===== config.mk =====
export PLATFORM = sky130hd
export DESIGN_NAME = ellipse_arc_vertex_generator
export DESIGN_NICKNAME = d
export VERILOG_FILES = /design/src/rtl/eavg_pkg.sv /design/src/rtl/eavg_divider.sv /design/src/rtl/eavg_cordic.sv /design/src/rtl/ellipse_arc_vertex_generator.sv
export VERILOG_INCLUDE_DIRS = /design/src /design/src/rtl
export SDC_FILE = /design/constraint.sdc
export NUM_CORES = 2
export LEC_CHECK = 0
export ABC_AREA = 1
export BUFFER_PORTS_ARGS = -buffer_cell sky130_fd_sc_hd__buf_2
export CORE_MARGIN = 2
export CORE_UTILIZATION = 30
export DETAILED_ROUTE_END_ITERATION = 16
export HOLD_SLACK_MARGIN = 0.08
export PLACE_DENSITY = 0.49
export SYNTH_ARGS = -nofsm -noshare
export SYNTH_HDL_FRONTEND = slang
export SYNTH_HIERARCHICAL = 1
export SYNTH_SLANG_ARGS = --single-unit

===== constraint.sdc =====
create_clock -name clk -period 11.55 [get_ports clk]
set_input_delay 0.5775 -clock clk [delete_from_list [all_inputs] [get_ports clk]]
set_output_delay 0.5775 -clock clk [all_outputs]
set_load 0.02 [all_outputs]

===== src/rtl/ellipse_arc_vertex_generator_macros.svh =====
// assertion macros shared by the arc vertex generator rtl
// expects clk and rst in scope at the point of use
`ifndef ELLIPSE_ARC_VERTEX_GENERATOR_MACROS_SVH
`define ELLIPSE_ARC_VERTEX_GENERATOR_MACROS_SVH

// same-cycle implication, idle during reset
`define EAVG_ASSERT_IMP(lbl, ante, cons, msg) \
  lbl: assert property (@(posedge clk) disable iff (rst) (ante) |-> (cons)) else $error(msg);

// next-cycle implication, idle during reset
`define EAVG_ASSERT_NXT(lbl, ante, cons, msg) \
  lbl: assert property (@(posedge clk) disable iff (rst) (ante) |=> (cons)) else $error(msg);

`endif


===== src/rtl/eavg_pkg.sv =====
// shared types, constants and the arctangent table of the arc generator
// no dependencies
package eavg_pkg;

  localparam int MAX_POINTS_DEF = 62;
  localparam int CORDIC_STEPS   = 16;
  localparam int DIV_STEPS      = 22;   // magnitude bits of delta * index
  localparam int ACC_W          = 23;   // signed delta * index
  localparam int CW             = 34;   // rotation x / y width, q2.30 plus headroom
  localparam int ZW             = 33;   // residual angle, 2^32 per turn
  localparam logic signed [CW-1:0] CORDIC_GAIN = 34'sd652032874;

  typedef logic signed [15:0] coord_t;

  function automatic logic [31:0] atan_entry(input logic [3:0] i);
    logic [31:0] v;
    case (i)
      4'd0:    v = 32'd536870912;
      4'd1:    v = 32'd316933406;
      4'd2:    v = 32'd167458907;
      4'd3:    v = 32'd85004756;
      4'd4:    v = 32'd42667331;
      4'd5:    v = 32'd21354465;
      4'd6:    v = 32'd10679838;
      4'd7:    v = 32'd5340245;
      4'd8:    v = 32'd2670163;
      4'd9:    v = 32'd1335087;
      4'd10:   v = 32'd667544;
      4'd11:   v = 32'd333772;
      4'd12:   v = 32'd166886;
      4'd13:   v = 32'd83443;
      4'd14:   v = 32'd41721;
      4'd15:   v = 32'd20860;
      default: v = 32'd0;
    endcase
    return v;
  endfunction

endpackage


===== src/rtl/eavg_divider.sv =====
// restoring signed divider, one quotient bit per cycle, truncates toward zero
// depends on eavg_pkg
module eavg_divider
  import eavg_pkg::*;
(
  input  logic                    clk,
  input  logic                    rst,
  input  logic                    start,
  input  logic signed [ACC_W-1:0] dividend,
  input  logic [5:0]              divisor,
  output logic                    done,
  output logic [15:0]             quotient
);

  logic [DIV_STEPS-1:0] q;
  logic [5:0]           rem;
  logic [5:0]           dsr;
  logic [4:0]           cnt;
  logic                 run;
  logic                 neg;
  logic [6:0]           trial;
  logic                 ge;
  logic [ACC_W-1:0]     mag;
  logic [15:0]          q_low;

  assign mag   = dividend[ACC_W-1] ? (~dividend + 1'b1) : dividend;
  assign trial = {rem, q[DIV_STEPS-1]};
  assign ge    = trial >= {1'b0, dsr};
  assign q_low = q[15:0];
  assign quotient = neg ? (~q_low + 16'd1) : q_low;

  always_ff @(posedge clk) begin
    if (rst) begin
      run  <= 1'b0;
      done <= 1'b0;
      cnt  <= '0;
    end else begin
      done <= 1'b0;
      if (start) begin
        run <= 1'b1;
        cnt <= '0;
      end else if (run) begin
        cnt <= cnt + 5'd1;
        if (cnt == 5'(DIV_STEPS - 1)) begin
          run  <= 1'b0;
          done <= 1'b1;
        end
      end
    end
  end

  always_ff @(posedge clk) begin
    if (start) begin
      q   <= mag[DIV_STEPS-1:0];
      rem <= '0;
      dsr <= divisor;
      neg <= dividend[ACC_W-1];
    end else if (run) begin
      rem <= ge ? 6'(trial - {1'b0, dsr}) : trial[5:0];
      q   <= {q[DIV_STEPS-2:0], ge};
    end
  end

endmodule


===== src/rtl/eavg_cordic.sv =====
// iterative rotation unit, one micro-rotation per cycle, gives q1.15 cos and sin
// depends on eavg_pkg
module eavg_cordic
  import eavg_pkg::*;
(
  input  logic        clk,
  input  logic        rst,
  input  logic        start,
  input  logic [15:0] angle,
  output logic        done,
  output coord_t      cos_q15,
  output coord_t      sin_q15
);

  logic signed [CW-1:0] x, y;
  logic signed [ZW-1:0] z;
  logic                 flip;
  logic [3:0]           cnt;
  logic                 run;
  logic signed [CW-1:0] xs, ys, xq, yq;
  logic signed [ZW-1:0] t;
  logic [15:0]          folded;
  logic                 fold_flip;
  coord_t               cos_c, sin_c;

  // quadrants two and three are rotated by a half turn and negated at the end
  assign fold_flip = angle[15] ^ angle[14];
  assign folded    = fold_flip ? (angle ^ 16'h8000) : angle;

  assign xs = x >>> cnt;
  assign ys = y >>> cnt;
  assign t  = ZW'(atan_entry(cnt));

  assign xq = x >>> 15;
  assign yq = y >>> 15;

  always_comb begin
    if (xq > 34'sd32767)       cos_c = 16'sd32767;
    else if (xq < -34'sd32767) cos_c = -16'sd32767;
    else                       cos_c = xq[15:0];
    if (yq > 34'sd32767)       sin_c = 16'sd32767;
    else if (yq < -34'sd32767) sin_c = -16'sd32767;
    else                       sin_c = yq[15:0];
  end

  assign cos_q15 = flip ? -cos_c : cos_c;
  assign sin_q15 = flip ? -sin_c : sin_c;

  always_ff @(posedge clk) begin
    if (rst) begin
      run  <= 1'b0;
      done <= 1'b0;
      cnt  <= '0;
    end else begin
      done <= 1'b0;
      if (start) begin
        run <= 1'b1;
        cnt <= '0;
      end else if (run) begin
        cnt <= cnt + 4'd1;
        if (cnt == 4'(CORDIC_STEPS - 1)) begin
          run  <= 1'b0;
          done <= 1'b1;
        end
      end
    end
  end

  always_ff @(posedge clk) begin
    if (start) begin
      x    <= CORDIC_GAIN;
      y    <= '0;
      z    <= {{(ZW-32){folded[15]}}, folded, 16'd0};
      flip <= fold_flip;
    end else if (run) begin
      if (!z[ZW-1]) begin
        x <= x - ys;
        y <= y + xs;
        z <= z - t;
      end else begin
        x <= x + ys;
        y <= y - xs;
        z <= z + t;
      end
    end
  end

endmodule


===== src/rtl/ellipse_arc_vertex_generator.sv =====
// top level of the ellipse arc vertex generator: sequencer, shared multiplier, output register
// depends on eavg_pkg, eavg_divider, eavg_cordic and the assertion macro header
`include "ellipse_arc_vertex_generator_macros.svh"

// One request (pulse start while busy is low) expands into point_count + 2
// vertex beats: the center, point_count points on the ellipse, and the
// center again with last_vertex set. Each beat is on the result ports for
// exactly one cycle with strobe high; the receiver cannot stall, so it must
// take every beat as it comes. busy stays high from the cycle after start
// until the closing beat is shown, and a new request may be issued in that
// same cycle. Each arc point goes through these steps in order: launching
// the shared one-bit-a-cycle divider that spaces the angles, waiting while
// it works out 22 quotient bits and flags done, the rotation unit that makes
// sine and cosine in 16 micro-rotations, then the shared 17x17 multiplier
// for the x and y products and the final add. A point_count above
// MAX_POINTS is treated as MAX_POINTS. Coordinates wrap modulo 2^16.
module ellipse_arc_vertex_generator
  import eavg_pkg::*;
#(
  parameter int MAX_POINTS = MAX_POINTS_DEF
) (
  input  logic        clk,
  input  logic        rst,
  input  logic        start,
  output logic        busy,
  input  coord_t      center_x,
  input  coord_t      center_y,
  input  logic [15:0] full_width,
  input  logic [15:0] full_height,
  input  logic [15:0] angle_begin,
  input  logic [15:0] angle_end,
  input  logic [5:0]  point_count,
  output logic        strobe,
  output coord_t      vertex_x,
  output coord_t      vertex_y,
  output logic        last_vertex
);

  localparam logic [5:0] MaxPts = 6'(MAX_POINTS);

  typedef enum logic [8:0] {
    S_IDLE     = 9'b000000001,
    S_CENTER   = 9'b000000010,
    S_DIV_GO   = 9'b000000100,
    S_DIV_WAIT = 9'b000001000,
    S_COR_WAIT = 9'b000010000,
    S_MUL_X    = 9'b000100000,
    S_MUL_Y    = 9'b001000000,
    S_EMIT     = 9'b010000000,
    S_LAST     = 9'b100000000
  } state_t;

  state_t state, state_next;

  // request registers
  coord_t              cx, cy;
  logic [15:0]         w, h, begin_r;
  logic signed [16:0]  delta;
  logic [5:0]          n_sat;
  logic [5:0]          idx;
  // running delta * idx, fed to the divider
  logic signed [ACC_W-1:0] acc;
  // shared multiplier result and the x offset held while y is multiplied
  logic signed [32:0]  prod;
  coord_t              dx;

  logic                accept;
  logic                div_start, div_done;
  logic [15:0]         div_quot;
  logic                cor_start, cor_done;
  logic [15:0]         cor_angle;
  coord_t              cos_q15, sin_q15;
  logic signed [16:0]  mul_a, mul_b;
  logic [5:0]          n_in;

  assign busy      = (state != S_IDLE);
  assign accept    = start && !busy;
  assign n_in      = (point_count > MaxPts) ? MaxPts : point_count;
  assign div_start = (state == S_DIV_GO);
  assign cor_start = (state == S_DIV_WAIT) && div_done;
  // angle of point idx: begin + trunc(delta * idx / n), modulo a full turn
  assign cor_angle = begin_r + div_quot;

  // one multiplier, cos * width then sin * height
  assign mul_a = (state == S_MUL_X) ? 17'(cos_q15) : 17'(sin_q15);
  assign mul_b = (state == S_MUL_X) ? $signed({1'b0, w}) : $signed({1'b0, h});

  eavg_divider u_div (
    .clk      (clk),
    .rst      (rst),
    .start    (div_start),
    .dividend (acc),
    .divisor  (n_sat),
    .done     (div_done),
    .quotient (div_quot)
  );

  eavg_cordic u_cordic (
    .clk     (clk),
    .rst     (rst),
    .start   (cor_start),
    .angle   (cor_angle),
    .done    (cor_done),
    .cos_q15 (cos_q15),
    .sin_q15 (sin_q15)
  );

  always_comb begin
    state_next = state;
    case (state)
      S_IDLE:     if (accept) state_next = S_CENTER;
      S_CENTER:   state_next = (n_sat == 6'd0) ? S_LAST : S_DIV_GO;
      S_DIV_GO:   state_next = S_DIV_WAIT;
      S_DIV_WAIT: if (div_done) state_next = S_COR_WAIT;
      S_COR_WAIT: if (cor_done) state_next = S_MUL_X;
      S_MUL_X:    state_next = S_MUL_Y;
      S_MUL_Y:    state_next = S_EMIT;
      S_EMIT:     state_next = (idx == n_sat - 6'd1) ? S_LAST : S_DIV_GO;
      S_LAST:     state_next = S_IDLE;
      default:    state_next = S_IDLE;
    endcase
  end

  // control: state, strobe, point index
  always_ff @(posedge clk) begin
    if (rst) begin
      state  <= S_IDLE;
      strobe <= 1'b0;
      idx    <= '0;
    end else begin
      state  <= state_next;
      strobe <= (state == S_CENTER) || (state == S_EMIT) || (state == S_LAST);
      if (accept || state == S_LAST) begin
        idx <= '0;
      end else if (state == S_EMIT) begin
        idx <= idx + 6'd1;
      end
    end
  end

  // payload: request fields, datapath and output beat
  always_ff @(posedge clk) begin
    if (accept) begin
      cx      <= center_x;
      cy      <= center_y;
      w       <= full_width;
      h       <= full_height;
      begin_r <= angle_begin;
      delta   <= $signed({1'b0, angle_end}) - $signed({1'b0, angle_begin});
      n_sat   <= n_in;
      acc     <= '0;
    end
    if (state == S_MUL_X) begin
      prod <= mul_a * mul_b;
    end
    if (state == S_MUL_Y) begin
      dx   <= prod[31:16];
      prod <= mul_a * mul_b;
    end
    case (state)
      S_CENTER: begin
        vertex_x    <= cx;
        vertex_y    <= cy;
        last_vertex <= 1'b0;
      end
      S_EMIT: begin
        vertex_x    <= cx + dx;
        vertex_y    <= cy + prod[31:16];
        last_vertex <= 1'b0;
        acc         <= acc + {{(ACC_W-17){delta[16]}}, delta};
      end
      S_LAST: begin
        vertex_x    <= cx;
        vertex_y    <= cy;
        last_vertex <= 1'b1;
      end
      default: begin
      end
    endcase
  end

  `EAVG_ASSERT_NXT(a_start_busy, accept, busy, "accepted request did not raise busy")
  `EAVG_ASSERT_IMP(a_last_idle, strobe && last_vertex, !busy, "closing beat while still busy")
  `EAVG_ASSERT_IMP(a_mid_busy, strobe && !last_vertex, busy, "open beat after run ended")
  `EAVG_ASSERT_IMP(a_idx_range, state == S_EMIT, idx < n_sat, "point index past count")
  `EAVG_ASSERT_IMP(a_div_owner, div_done, state == S_DIV_WAIT, "divider done out of turn")

endmodule


==> impl_results.md <==
* Io pins at 140
* Mapped Area at around 0.042 sq mm
* CP Class: reg -> reg
* GRT met2 Usage at 0.301
* Max-cap violations at 0
* GPL Wtd Cong at roughly 0.94
* Worst hold path stage count at 1
* Worst Path Max Fanout at 21
* GRT Util Overall at 0.185
* Final worst path period need at 8.59 ns
* Antenna Nets Post-Route at 0
* Synthesized flop and latch total at approximately 390
* Most common cell on crit path: inv_1
* Clock Tree Buf Depth at 3
* Cell count of the worst reg-to-reg path at 36
* Post-synth top cells: nand2_1, inv_1, nor2_1
* Setup TNS at 0 ns
* Main synth FF type: edfxtp_1
* Final Net Count at 6730
* Starting DRT DRC Count at roughly 2800
* Share of Yosys cell area claimed by the top area cell type at 0.168
* Distinct cells, synth at 64
* Synth Net Count at 6612
* Worst Skew at slightly below 0.06 ns
* TritonCTS clock tree: done
* Clock insertion delay at the later pin of the skew report at roughly 0.67 ns
* Die W at around 380 microns
* Sequential element share of the synthesized area at 0.239
* Worst path slowest cell: fa_1
* Most Crowded Layer GR: met2
* Core area at approximately 0.14 sq mm
* First-pass GRT wire length at roughly 210000 microns
* Largest net degree at the start of global routing at 73
* Number of diodes at 0
* Max Fclk at ~0.12 GHz
* Vias in the first global route at approximately 38000
* Outcome: finished clean
* Via count at 38800
* Worst EP required at around 12 ns
* Final-report max-slew violation count at 0
* CTS buffer count at 50
* CP max stage delay at approximately 0.61 ns
* Detailed Place HPWL at ~110000 microns
* Number of setup buffers added after CTS at 0
* Final setup violating endpoints at 0
* Worst Hold Class: in -> reg
* Area grow syn2layout at 11.2%
* Slew @ Worst Pin at 1.10 ns
* Met3 Use GR at 0.0203
* Period utilisation layout at 0.744
* M1 GR Usage at 0.261
* Arr. time, crit path at about 9.0 ns
* Synth area leaders: edfxtp_1, nand2_1, fa_1, ha_1, inv_1
* Most common cell in the netlist: nand2_1
* Synth warn at 6
* Detailed-route wire length at around 130000 microns
* CTS root buf: clkbuf_16
* DR pass1 iterations at 7
* Vias per cell at between 4 and 5
* Rel. slew slack at 0.263
* Post-Synthesis Cells at 5953
* RSZ-0062 raised after global routing: no
* Clock Sink Count at a little under 400
* Area leader, netlist: edfxtp_1
* Post-Syn Area per Cell at ~7.1 sq um
* Number of flops mapped to enable cells by yosys at approximately 240
* DRC violations left at 0
* # port buffers at approximately 140
* Row Count at approximately 140
* Initial antenna violation count at 2
* Starting Density at 0.303
* Clock-pin slew on the worst setup and hold paths at around 0.06 ns
* Total congestion overflow at 0
* Ys async rst share at 0
* Die Y at approximately 380 microns
* Startpoint class of the critical path: flop
* Proportion of layout cells with a drive suffix above 1 at 0.0695
* Final hold vios at 0
* Critical Path Sink Type: flop
* H-Tree Depth at 2
* Routed WL per cell at ~17 microns
* Die area at roughly 0.14 sq mm
what timing repair did:
action | 4_1_cts | 5_1_grt
hold buffers | 52 | 0
resized for setup | 0 | 0
hold endpoints to repair | 52 | 0
final cells by class:
| cell class | count | area (sq um) |
|---|---|---|
| Fill cell | 15200 | 92700 |
| Multi-Input combinational cell | 4462 | 28000 |
| Sequential cell | 387 | 10100 |
| Inverter | 950 | 3570 |
| Tap cell | 1876 | 2350 |
| Timing Repair Buffer | 220 | 1430 |
| Clock buffer | 58 | 1320 |
| Clock inverter | 36 | 417 |
placed cells by master, fill, tap and decap left out, drive strengths merged, types with 63 or more instances in the layout:
master     n
buf      168
a21oi    297
ha       287
o21ai    337
nand3    563
xnor2     72
fa       267
nand4     63
xor2     162
nor2     572
nand2   1517
dfxtp    149
inv      949
edfxtp   238
nor3      75
per-layer routing:
| metal | vias up | share of wire | wire length [microns] |
|---|---|---|---|
| met5 | - | 0 | 0 |
| met4 | 0 | 0.021 | 2890 |
| met3 | 142 | 0.046 | 6150 |
| met2 | 896 | 0.45 | 60800 |
| met1 | 18300 | 0.48 | 65100 |
| li1 | 19500 | - | - |
per-stage QoR:
step / instance area, sq um / utilization / std cells / hold WS [ns] / setup slack (ns)
after detailed placement: 44900 / 0.321 / 7843 / 0.461 / 3.06
after floorplan: 42400 / - / 5953 / 0.431 / 4.38
after global routing: 47200 / 0.337 / 7989 / 0.0898 / 2.23
after global placement: 44900 / 0.321 / 7843 / 0.454 / 3.17
final: 47200 / 0.337 / 7989 / 0.119 / 2.96
after CTS: 47200 / 0.337 / 7989 / 0.0809 / 3.01
cells by family after synthesis:
group	after synthesis	share of synthesized area
AO/OA/AOI/OAI	815	0.113
XOR/XNOR	234	0.0483
adder cells (fa/ha/maj)	554	0.211
buffers and inverters	1104	0.103
flip-flops	387	0.239
AND/OR/NAND/NOR	2859	0.287
worst max-delay path: cells and delay by family, from the launching register on:
| kind | cells | cell delay (ns) |
|---|---|---|
| adder cells (fa/ha/maj) | 7 | 3.76 |
| AND/OR/NAND/NOR | 16 | 2.40 |
| AO/OA/AOI/OAI | 5 | 0.85 |
| buffers and inverters | 8 | 0.83 |
| flip-flops | 1 | 0.45 |
path summary, 6_finish.rpt:
path	startpoint	end	slack (ns)
max	u_cordic/y[16]	prod[31]	2.96
min	center_y[7]	cy[7]	0.12
max reg2reg	u_cordic/y[16]	prod[31]	2.96
min reg2reg	u_cordic/z[14]	u_cordic/z[14]	0.47
flip-flops by register name, summed over array words and instances (netlist names), 17 cells and up:
name and count:
u_cordic/x 34, u_cordic/y 34, u_cordic/z 33, u_cordic/t 30
acc 23, u_div/q 22, delta 17
Power is left out: the tool's default activity adds up to more than one toggle a clock period on the data nets, which glitch-free logic cannot reach.
